==> src/rtl/dwarf_pointer_encoder_assert.svh <==
// Assertion macros for the DWARF pointer encoder.
// Used by rtl/dwarf_pointer_encoder.sv; expects clk and arst_n in scope.
`ifndef DWARF_POINTER_ENCODER_ASSERT_SVH
`define DWARF_POINTER_ENCODER_ASSERT_SVH
`ifndef NO_ASSERTIONS
// Check a property at every rising clock edge outside reset.
`define DPE_ASSERT(lbl, prop) \
	lbl: assert property (@(posedge clk) disable iff (!arst_n) prop) \
	else $error("dwarf_pointer_encoder assertion failed");
// Check that a condition never holds outside reset.
`define DPE_NEVER(lbl, cond) \
	lbl: assert property (@(posedge clk) disable iff (!arst_n) !(cond)) \
	else $error("dwarf_pointer_encoder forbidden condition seen");
`else
`define DPE_ASSERT(lbl, prop)
`define DPE_NEVER(lbl, cond)
`endif
`endif

==> src/rtl/dpe_pkg.sv <==
// Package for the DWARF pointer encoder: payload structs, format codes,
// microprogram word type and the microprogram ROM. No dependencies.
package dpe_pkg;

	typedef struct packed {
		logic [7:0]         encoding;
		logic signed [63:0] value;
	} dpe_in_t;

	typedef struct packed {
		logic [7:0] out_byte;
		logic       last;
	} dpe_out_t;

	// Format codes, low nibble of the encoding byte
	localparam logic [3:0] FMT_ABS   = 4'h0;
	localparam logic [3:0] FMT_ULEB  = 4'h1;
	localparam logic [3:0] FMT_U16   = 4'h2;
	localparam logic [3:0] FMT_U32   = 4'h3;
	localparam logic [3:0] FMT_U64   = 4'h4;
	localparam logic [3:0] FMT_SLEB  = 4'h9;
	localparam logic [3:0] FMT_S16   = 4'hA;
	localparam logic [3:0] FMT_S32   = 4'hB;
	localparam logic [3:0] FMT_S64   = 4'hC;

	localparam int unsigned CNT_W = 3;

	// Microprogram address doubles as the step counter
	typedef enum logic [1:0] {
		UPC_DISPATCH,
		UPC_FIX,
		UPC_ULEB,
		UPC_SLEB
	} upc_t;

	typedef enum logic [1:0] {
		EMIT_NONE,
		EMIT_FIX,
		EMIT_ULEB,
		EMIT_SLEB
	} emit_t;

	typedef struct packed {
		logic  take_in;   // step accepts an input item and dispatches on format
		emit_t emit;      // byte former and shifter selection
		upc_t  next_upc;  // jump target once the last byte is taken
	} uword_t;

	function automatic uword_t dpe_rom(upc_t addr);
		uword_t w;
		w = '{take_in: 1'b0, emit: EMIT_NONE, next_upc: UPC_DISPATCH};
		case (addr)
			UPC_DISPATCH: w = '{take_in: 1'b1, emit: EMIT_NONE, next_upc: UPC_DISPATCH};
			UPC_FIX:      w = '{take_in: 1'b0, emit: EMIT_FIX,  next_upc: UPC_DISPATCH};
			UPC_ULEB:     w = '{take_in: 1'b0, emit: EMIT_ULEB, next_upc: UPC_DISPATCH};
			UPC_SLEB:     w = '{take_in: 1'b0, emit: EMIT_SLEB, next_upc: UPC_DISPATCH};
			default:      w = '{take_in: 1'b0, emit: EMIT_NONE, next_upc: UPC_DISPATCH};
		endcase
		return w;
	endfunction

endpackage

==> src/rtl/dwarf_pointer_encoder.sv <==
// DWARF pointer encoder top level: microcoded sequencer over a 64-bit shifter.
// Depends on rtl/dpe_pkg.sv and rtl/dwarf_pointer_encoder_assert.svh.
//
//   channel | dir | handshake          | payload
//   in      | in  | in_valid/in_ready   | dpe_in_t  {encoding, value}
//   out     | out | out_valid/out_ready | dpe_out_t {out_byte, last}
//
// Each item starts with a dispatch step, then one byte per cycle follows while
// out_ready is high. A fixed field gives 2, 4 or 8 bytes, LEB128 gives 1 to 10,
// an unknown format gives none. The single byte-wide output path sets the rate.
// Reset clears the step counter to the dispatch step; the shifter needs none.
// A stalled output holds the step, shifter and count, so the byte stays put.
// Input is taken only in the dispatch step; one item is in flight at a time.
`include "dwarf_pointer_encoder_assert.svh"
module dwarf_pointer_encoder #(
	parameter int POINTER_BYTES = 8
) (
	input  logic            clk,
	input  logic            arst_n,
	input  logic            in_valid,
	output logic            in_ready,
	input  dpe_pkg::dpe_in_t  in_data,
	output logic            out_valid,
	input  logic            out_ready,
	output dpe_pkg::dpe_out_t out_data
);
	import dpe_pkg::*;

	// Last byte index of an absolute pointer
	localparam logic [CNT_W-1:0] ABS_LAST = (POINTER_BYTES <= 4) ? CNT_W'(3) : CNT_W'(7);

	upc_t             upc_q, upc_d;
	uword_t           uw;
	logic [63:0]      sh_q, sh_d;
	logic [CNT_W-1:0] cnt_q, cnt_d;
	logic [63:0]      sh_logic, sh_arith;
	logic             in_fire, out_fire;
	logic             is_last;
	logic             leb_emit;
	logic [3:0]       fmt;

	// Step counter
	always_ff @(posedge clk or negedge arst_n) begin
		if (!arst_n) begin
			upc_q <= UPC_DISPATCH;
		end else begin
			upc_q <= upc_d;
		end
	end

	// Datapath registers, no reset needed
	always_ff @(posedge clk) begin
		sh_q  <= sh_d;
		cnt_q <= cnt_d;
	end

	always_comb begin
		uw        = dpe_rom(upc_q);
		fmt       = in_data.encoding[3:0];
		in_ready  = uw.take_in;
		out_valid = (uw.emit != EMIT_NONE);
		leb_emit  = (uw.emit == EMIT_ULEB) || (uw.emit == EMIT_SLEB);
		in_fire   = in_valid && in_ready;
		out_fire  = out_valid && out_ready;
		sh_logic  = sh_q >> 7;
		sh_arith  = 64'($signed(sh_q) >>> 7);
		upc_d     = upc_q;
		sh_d      = sh_q;
		cnt_d     = cnt_q;
		is_last   = 1'b0;
		out_data  = '{out_byte: 8'h00, last: 1'b0};

		// Form the byte and pick the shift for this step
		case (uw.emit)
			EMIT_FIX: begin
				is_last  = (cnt_q == '0);
				out_data = '{out_byte: sh_q[7:0], last: is_last};
			end
			EMIT_ULEB: begin
				is_last  = (sh_logic == '0);
				out_data = '{out_byte: {!is_last, sh_q[6:0]}, last: is_last};
			end
			EMIT_SLEB: begin
				// Stop once the remaining bits are pure sign, matching bit 6
				is_last  = ((sh_arith == '0) && !sh_q[6]) ||
				           ((sh_arith == '1) && sh_q[6]);
				out_data = '{out_byte: {!is_last, sh_q[6:0]}, last: is_last};
			end
			default: begin
				is_last = 1'b0;
			end
		endcase

		// Dispatch: load the value and jump on format
		if (in_fire) begin
			sh_d  = in_data.value;
			cnt_d = '0;
			case (fmt)
				FMT_ABS: begin
					upc_d = UPC_FIX;
					cnt_d = ABS_LAST;
				end
				FMT_U16, FMT_S16: begin
					upc_d = UPC_FIX;
					cnt_d = CNT_W'(1);
				end
				FMT_U32, FMT_S32: begin
					upc_d = UPC_FIX;
					cnt_d = CNT_W'(3);
				end
				FMT_U64, FMT_S64: begin
					upc_d = UPC_FIX;
					cnt_d = CNT_W'(7);
				end
				FMT_ULEB: upc_d = UPC_ULEB;
				FMT_SLEB: upc_d = UPC_SLEB;
				default:  upc_d = UPC_DISPATCH; // unknown format: drop
			endcase
		end

		// Advance on every byte taken; jump back after the last
		if (out_fire) begin
			cnt_d = cnt_q - CNT_W'(1);
			case (uw.emit)
				EMIT_FIX:  sh_d = sh_q >> 8;
				EMIT_ULEB: sh_d = sh_logic;
				EMIT_SLEB: sh_d = sh_arith;
				default:   sh_d = sh_q;
			endcase
			if (is_last) begin
				upc_d = uw.next_upc;
			end
		end
	end

	// Never take input while a byte is offered
	`DPE_NEVER(a_no_overlap, in_ready && out_valid)
	// LEB128 continuation bit is the inverse of the last flag
	`DPE_ASSERT(a_leb_cont, (out_valid && leb_emit) |-> (out_data.out_byte[7] != out_data.last))
	// Fixed field ends exactly when the count runs out
	`DPE_ASSERT(a_fix_last, (out_valid && upc_q == UPC_FIX) |-> (out_data.last == (cnt_q == '0)))
	// Return to dispatch right after the last byte is taken
	`DPE_ASSERT(a_back_to_dispatch, (out_valid && out_ready && out_data.last) |=> in_ready)

endmodule
==> config.mk <==
export PLATFORM = sky130hd
export DESIGN_NAME = dwarf_pointer_encoder
export DESIGN_NICKNAME = d
export VERILOG_FILES = /design/src/rtl/dpe_pkg.sv /design/src/rtl/dwarf_pointer_encoder.sv
export VERILOG_INCLUDE_DIRS = /design/src /design/src/rtl
export SDC_FILE = /design/constraint.sdc
export NUM_CORES = 1
export LEC_CHECK = 0
export BUFFER_PORTS_ARGS = -buffer_cell sky130_fd_sc_hd__buf_2
export CORE_UTILIZATION = 45
export CTS_CLUSTER_DIAMETER = 50
export CTS_CLUSTER_SIZE = 12
export DETAILED_ROUTE_END_ITERATION = 7
export PLACE_DENSITY = 0.76
export RECOVER_POWER = 100
export SLEW_MARGIN = 20
export SYNTH_ARGS = -nofsm -noshare
export SYNTH_HDL_FRONTEND = slang
export SYNTH_SLANG_ARGS = --single-unit
==> constraint.sdc <==
create_clock -name clk -period 4.5 [get_ports clk]
set_input_delay 0.9 -clock clk [delete_from_list [all_inputs] [get_ports clk]]
set_output_delay 0.9 -clock clk [all_outputs]
set_load 0.05 [all_outputs]
==> results of run 1 <==
==> cell type report <==
| type | instances | area (um2) |
|---|---|---|
| Sequential cell | 69 | 2060 |
| Fill cell | 812 | 4060 |
| Multi-Input combinational cell | 285 | 1820 |
| Tap cell | 108 | 135 |
| Clock buffer | 13 | 149 |
| Timing Repair Buffer | 87 | 420 |
| Clock inverter | 3 | 13.8 |
| Inverter | 7 | 26.3 |
==> metrics by stage <==
stage	power, W	hold slack (ns)
2_1_floorplan	0.000912	0.549
3_3_place_gp	0.000978	0.574
3_5_place_dp	0.000984	0.574
4_1_cts	0.00142	0.324
5_1_grt	0.00147	0.326
6_report	0.00141	0.336
==> cell families after synthesis <==
group                      after synthesis  synth area share [%]
xor gates and xnor gates                 1                 0.218
DFF                                     69                  51.4
adders and majority gates                6                  1.87
buffers and inverters                   29                  3.56
AOI/OAI and AO/OA                       79                  10.7
and+or+nand+nor                        141                  17.8
muxes                                   58                  14.5
==> sequential cells by signal, summed over array words and instances (netlist names) <==
signal and count:
cnt_q 3, upc_q 2, sh_q 64
==> per-layer routing <==
layer	GRT usage (%)	vias to the layer above	share of wire, %
li1	-	1586	-
met1	27.8	1517	45
met2	34.5	130	47
met3	3.83	15	6.3
met4	7.23	0	1.7
met5	0	-	0
==> cells in the mapped netlist (all sizes together) (6+ instances only) <==
cell,number,area (um2)
a21oi,64,320
and2,7,43.8
buf,15,90.1
clkbuf,7,26.3
edfxtp,67,2010
ha,6,75.1
inv,7,26.3
mux2i,58,581
nand2,22,82.6
nand4,17,113
nor2,63,244
nor4,16,113
==> worst max-delay path, delay by kind of cell (launching register included) <==
family          cells  cell delay (ns)
compound gates      1             0.76
buf+inv             3             1.01
flops               1             0.41
fa+ha+maj           1             0.31
simple gates        2             0.61
==> path summary, 6_finish.rpt <==
path | slack, ns | startpoint | to
max | 1.0 | upc_q[0]$_DFF_PN0_ | sh_q[31]$_DFFE_PP_
min | 0.34 | arst_n | upc_q[1]$_DFF_PN0_
max reg2reg | 1.0 | upc_q[0]$_DFF_PN0_ | sh_q[31]$_DFFE_PP_
min reg2reg | 0.59 | cnt_q[0]$_DFFE_PP_ | cnt_q[0]$_DFFE_PP_
max in group asynchronous | 4.03 | arst_n | upc_q[0]$_DFF_PN0_
min in group clk | 0.59 | cnt_q[0]$_DFFE_PP_ | cnt_q[0]$_DFFE_PP_
==> cells in the final DEF (no fill, tap or decap), types with 2 or more instances in the layout <==
cell type and instances:
sky130_fd_sc_hd__o21ai_0 5, sky130_fd_sc_hd__clkinv_2 2, sky130_fd_sc_hd__dfrtp_1 2, sky130_fd_sc_hd__ha_1 6, sky130_fd_sc_hd__and2_1 7, sky130_fd_sc_hd__nor3_1 3
sky130_fd_sc_hd__nor2b_4 2, sky130_fd_sc_hd__edfxtp_1 67, sky130_fd_sc_hd__clkbuf_1 17, sky130_fd_sc_hd__clkbuf_8 10, sky130_fd_sc_hd__inv_1 7, sky130_fd_sc_hd__nand2_1 22
sky130_fd_sc_hd__a21oi_1 64, sky130_fd_sc_hd__nor4_2 2, sky130_fd_sc_hd__nand4_1 16, sky130_fd_sc_hd__buf_2 71, sky130_fd_sc_hd__mux2i_1 58, sky130_fd_sc_hd__nor2_1 62
sky130_fd_sc_hd__and4_1 4, sky130_fd_sc_hd__nor4_1 14
==> where the power goes <==
part / internal, W / switching (W) / total (W) / leakage, nW
Combinational: 0.0000685 / 0.0000981 / 0.000167 / 0.919
Sequential: 0.000762 / 0.0000430 / 0.000805 / 0.663
Clock: 0.000213 / 0.000225 / 0.000437 / 0.0848
Total: 0.00104 / 0.000366 / 0.00141 / 1.67
==> implementation parameters, run 1 <==
Parameter                              Value

Status
  Status ... complete, but fails checks
  Violations in the final reports ... max-capacitance violations, max-slew violations

Global routing
  Number of global-route vias before repair ... 3,126
  Number of antenna violations at the first check in global routing ... 0
  Total congestion overflow after global routing ... 0
  Wire length of the first global-routing pass ... 14,800 um
  Largest net degree at the start of global routing ... 65
  Total routing resource utilization after global routing ... 20.9%

STA
  Sum of negative setup slack ... 0 ns
  Transition time of the tightest slew-check pin ... 2.12 ns
  Maximum clock frequency ... 285 MHz
  Final worst clock skew ... 0.00818 ns
  Crit path time final ... 3.50 ns
  Final setup vio count ... 0
  Pins over their slew limit ... 113
  Post-layout worst setup margin ... 0.997 ns
  Final worst-path cycle share ... 77.8%
  Unrepaired setup endpoints after global routing ... false
  Worst relative slew slack ... -41.1%
  Final-report hold violation count ... 0

Worst setup path
  Startpoint types ... register
  CP Max Fanout ... 34
  Cell Chain, Critical Path ... inv_1 > ha_1 > inv_1 > nand2_1 > nand2_1 > o31a_2 > clkbuf_1
  Crit path largest cell delay ... 0.76 ns
  Data required, critical path ... 4.45 ns
  Arrival time reported for the critical path endpoint ... 3.46 ns
  Worst Path Class, Setup ... reg2reg
  Critical Path Slowest Stage Cell ... sky130_fd_sc_hd__o31a_2
  Depth of the worst register-to-register path ... 7
  Category of the worst setup path capture point ... register

Logic synthesis
  Share of the yosys chip area belonging to registers ... 51.4%
  Number of distinct standard cells referenced by the synthesized netlist ... 42
  Dominant synthesized flop cell ... sky130_fd_sc_hd__edfxtp_1
  EDFF count, synth ... 67
  Synth async-reset ratio ... 2.90%
  Yosys warning total ... 0
  Mean Syn Cell Area ... 10.5 um2
  Post-synthesis instance area ... 4010 um2
  Instance count of the mapped netlist ... 383
  Seq cells post-synth ... 69
  Post-Syn Nets ... 465

Route
  Final WL ... 9150 um
  Number of vias after detailed routing ... 3,248
  Violation count after the first detailed-route iteration ... 184
  Number of vias per cell after detailed routing ... 5.68
  Detailed Routing Iterations Pass 1 ... 4
  Antenna Violating Nets Remaining ... 0
  DRC violations left ... 0
  Routed WL per cell ... 16.0 um

Clock network
  CTS sink cnt ... 69
  Hold buffer count at cts ... 0
  Library cell used as clock root buffer ... sky130_fd_sc_hd__clkbuf_8
  Clock tree buffer depth ... 2
  Number of cells upsized or downsized after cts ... 0
  Htree depth ... 3
  Clock Latency Late Sink ... 0.33 ns
  Number of buffers added by the clock tree synthesis step ... 9
  TritonCTS clock tree ... done
  Clock-pin transition on the worst setup and hold timing paths ... 0.07 ns
  Buffers inserted by post-CTS timing repair ... 0

Job
  Number of max-cap violations ... 2

Place
  Dpl ws ... 1.42 ns
  Placed Instances ... 556
  Cell area after placement ... 4490 um2
  Half-perimeter wire length after placement ... 6420 um
  Routability congestion estimate ... 0.866
  Port Buffer Count ... 82

Final layout
  Post-route insts no fill ... 572
  Cell area after layout ... 4620 um2
  Area Growth Syn to Fin ... 15.2%
  Proportion of layout cells with a drive suffix above 1 ... 20.3%
  Antenna fix cells ... 0
  Final net count ... 541
  Final core utilization ... 53.3%

Power and ir drop
  Cell area power density ... 305 nW/um2
  Maximum ir drop on the vdd rail ... 0.152 mV
  P_leak ... 1.67 nW

Floorplanning
  Site row count ... 34
  IO Pins ... 87
  Die Y ... 96.4 um
  Width of the chip ... 96.4 um
  Placeable core region ... 8680 um2
  Effective utilization at floorplan ... 46.2%
  DIE AREA ... 9300 um2

Worst hold path
  Kind of path behind the tightest hold check ... in2async
(Power assumes the default switching activity.)
==> run 2, diff against run 1 <==
==> constraint.sdc (replaced) <==
create_clock -name clk -period 3.3 [get_ports clk]
set_input_delay 0.66 -clock clk [delete_from_list [all_inputs] [get_ports clk]]
set_output_delay 0.66 -clock clk [all_outputs]
set_load 0.05 [all_outputs]
==> implementation parameters, run 2 (synthesis gave the netlist of run 1 again) <==
Parameter                              Value

Worst hold path
  Kind of path behind the tightest hold check ... in2async

Global routing
  Total congestion overflow after global routing ... 0
  Number of antenna violations at the first check in global routing ... 0
  Total routing resource utilization after global routing ... 21.2%
  Wire length of the first global-routing pass ... 14,500 um
  Number of global-route vias before repair ... 3,051
  Largest net degree at the start of global routing ... 64

Job
  Number of max-cap violations ... 1

Final layout
  Antenna fix cells ... 0
  Leading cell type in the layout, fill and taps excluded ... sky130_fd_sc_hd__buf_2
  Final net count ... 541
  Flip-flop count of the largest register, all copies and words added ... 64
  Register ranked first by flip-flop count ... sh_q
  FILL cells ... 807
  Area Growth Syn to Fin ... 16.1%
  Top Registers ... sh_q x64, cnt_q x3, upc_q x2
  Proportion of layout cells with a drive suffix above 1 ... 21.1%
  Top library cells by usage in the layout, fill and taps aside ... sky130_fd_sc_hd__buf_2 (71), sky130_fd_sc_hd__edfxtp_1 (67), sky130_fd_sc_hd__a21oi_1 (64)

Status
  Violations in the final reports ... max-capacitance violations, max-slew violations
  Status ... complete, but fails checks

Clock network
  Buffers inserted by post-CTS timing repair ... 0
  Library cell used as clock root buffer ... sky130_fd_sc_hd__clkbuf_8
  Clock-pin transition on the worst setup and hold timing paths ... 0.07 ns
  CTS sink cnt ... 69
  Hold buffer count at cts ... 0
  Number of buffers added by the clock tree synthesis step ... 9
  TritonCTS clock tree ... done
  Htree depth ... 3
  Number of cells upsized or downsized after cts ... 0
  Clock Latency Late Sink ... 0.34 ns
  Clock tree buffer depth ... 2

Floorplanning
  Die Y ... 96.4 um
  Width of the chip ... 96.4 um
  Placeable core region ... 8680 um2
  Effective utilization at floorplan ... 46.2%
  Site row count ... 34
  DIE AREA ... 9300 um2
  IO Pins ... 87

Worst setup path
  Depth of the worst register-to-register path ... 5
  Startpoint types ... register
  Data required, critical path ... 2.64 ns
  Worst Path Class, Setup ... reg2out
  Arrival time reported for the critical path endpoint ... 2.33 ns
  Category of the worst setup path capture point ... output port
  CP Max Fanout ... 5

STA
  Maximum clock frequency ... 334 MHz
  Final worst clock skew ... 0.00905 ns
  Worst relative slew slack ... -19.4%
  Final-report hold violation count ... 0
  Final setup vio count ... 0
  Crit path time final ... 2.99 ns
  Post-layout worst setup margin ... 0.308 ns
  Unrepaired setup endpoints after global routing ... false
  Transition time of the tightest slew-check pin ... 1.79 ns
  Sum of negative setup slack ... 0 ns
  Final worst-path cycle share ... 90.7%
  Pins over their slew limit ... 58

Route
  Routed WL per cell ... 16.1 um
  Violation count after the first detailed-route iteration ... 195
  DRC violations left ... 0
  Antenna Violating Nets Remaining ... 0
  Number of vias after detailed routing ... 3,197
  Detailed Routing Iterations Pass 1 ... 5
  Final WL ... 9210 um
  Number of vias per cell after detailed routing ... 5.59

Power and ir drop
  Maximum ir drop on the vdd rail ... 0.213 mV
  Cell area power density ... 426 nW/um2
  P_leak ... 1.68 nW

Place
  Dpl ws ... 0.693 ns
  Port Buffer Count ... 82
  Routability congestion estimate ... 0.867
  Half-perimeter wire length after placement ... 6580 um
==> run 2: per-layer routing <==
layer | track usage [%] | wire length [um] | vias to the layer above
li1 | - | - | 1588
met1 | 27.3 | 4110 | 1488
met2 | 36.3 | 4530 | 107
met3 | 3.29 | 433 | 14
met4 | 7.60 | 142 | 0
met5 | 0 | 0 | -
==> run 2: power by group <==
group / total (W) / switching [W] / internal [W]
Clock: 0.000658 / 0.000317 / 0.000341
Sequential: 0.00110 / 0.0000601 / 0.00104
Combinational: 0.000228 / 0.000133 / 0.0000947
Total: 0.00198 / 0.000510 / 0.00147
==> run 2: final cells by class <==
type | instances | area, um2 | area share (%)
clock buffer | 10 | 128 | 2.74
clock inverter | 6 | 53.8 | 1.15
inverter | 7 | 26.3 | 0.564
multi-input combinational | 285 | 1810 | 38.9
sequential | 69 | 2060 | 44.3
tap | 108 | 135 | 2.90
timing repair buffer | 87 | 443 | 9.51
==> run 2: path summary, 6_finish.rpt <==
| check | from | endpoint | slack (ns) |
|---|---|---|---|
| worst max-delay path | sh_q[33]$_DFFE_PP_ | out_data[0] | 0.31 |
| worst min-delay path | arst_n | upc_q[0]$_DFF_PN0_ | 0.09 |
| worst max register to register | upc_q[0]$_DFF_PN0_ | sh_q[20]$_DFFE_PP_ | 0.33 |
| worst min register to register | cnt_q[0]$_DFFE_PP_ | cnt_q[0]$_DFFE_PP_ | 0.59 |
| max in group asynchronous | arst_n | upc_q[1]$_DFF_PN0_ | 3.08 |
| min in group clk | in_data[57] | sh_q[57]$_DFFE_PP_ | 0.58 |
==> run 2: per-stage QoR <==
stage	total power (W)	hold slack, ns	std cells	cell area [um2]	utilization, %
floorplan	0.00124	0.364	383	4010	-
global route	0.00207	0.0811	572	4660	53.7
detailed placement	0.00135	0.449	556	4510	52.0
finish	0.00198	0.0938	572	4660	53.7
CTS	0.00200	0.0775	572	4690	54.1
global placement	0.00134	0.448	556	4510	52.0
==> run 2: critical path: stages, from the launching register on <==
cell                       delay (ns)
sky130_fd_sc_hd__edfxtp_1        0.44
sky130_fd_sc_hd__nor4_1          0.40
sky130_fd_sc_hd__and4_1          0.30
sky130_fd_sc_hd__nand4_2         0.18
sky130_fd_sc_hd__nor2b_4         0.18
sky130_fd_sc_hd__o22ai_2         0.18
sky130_fd_sc_hd__clkbuf_2        0.31
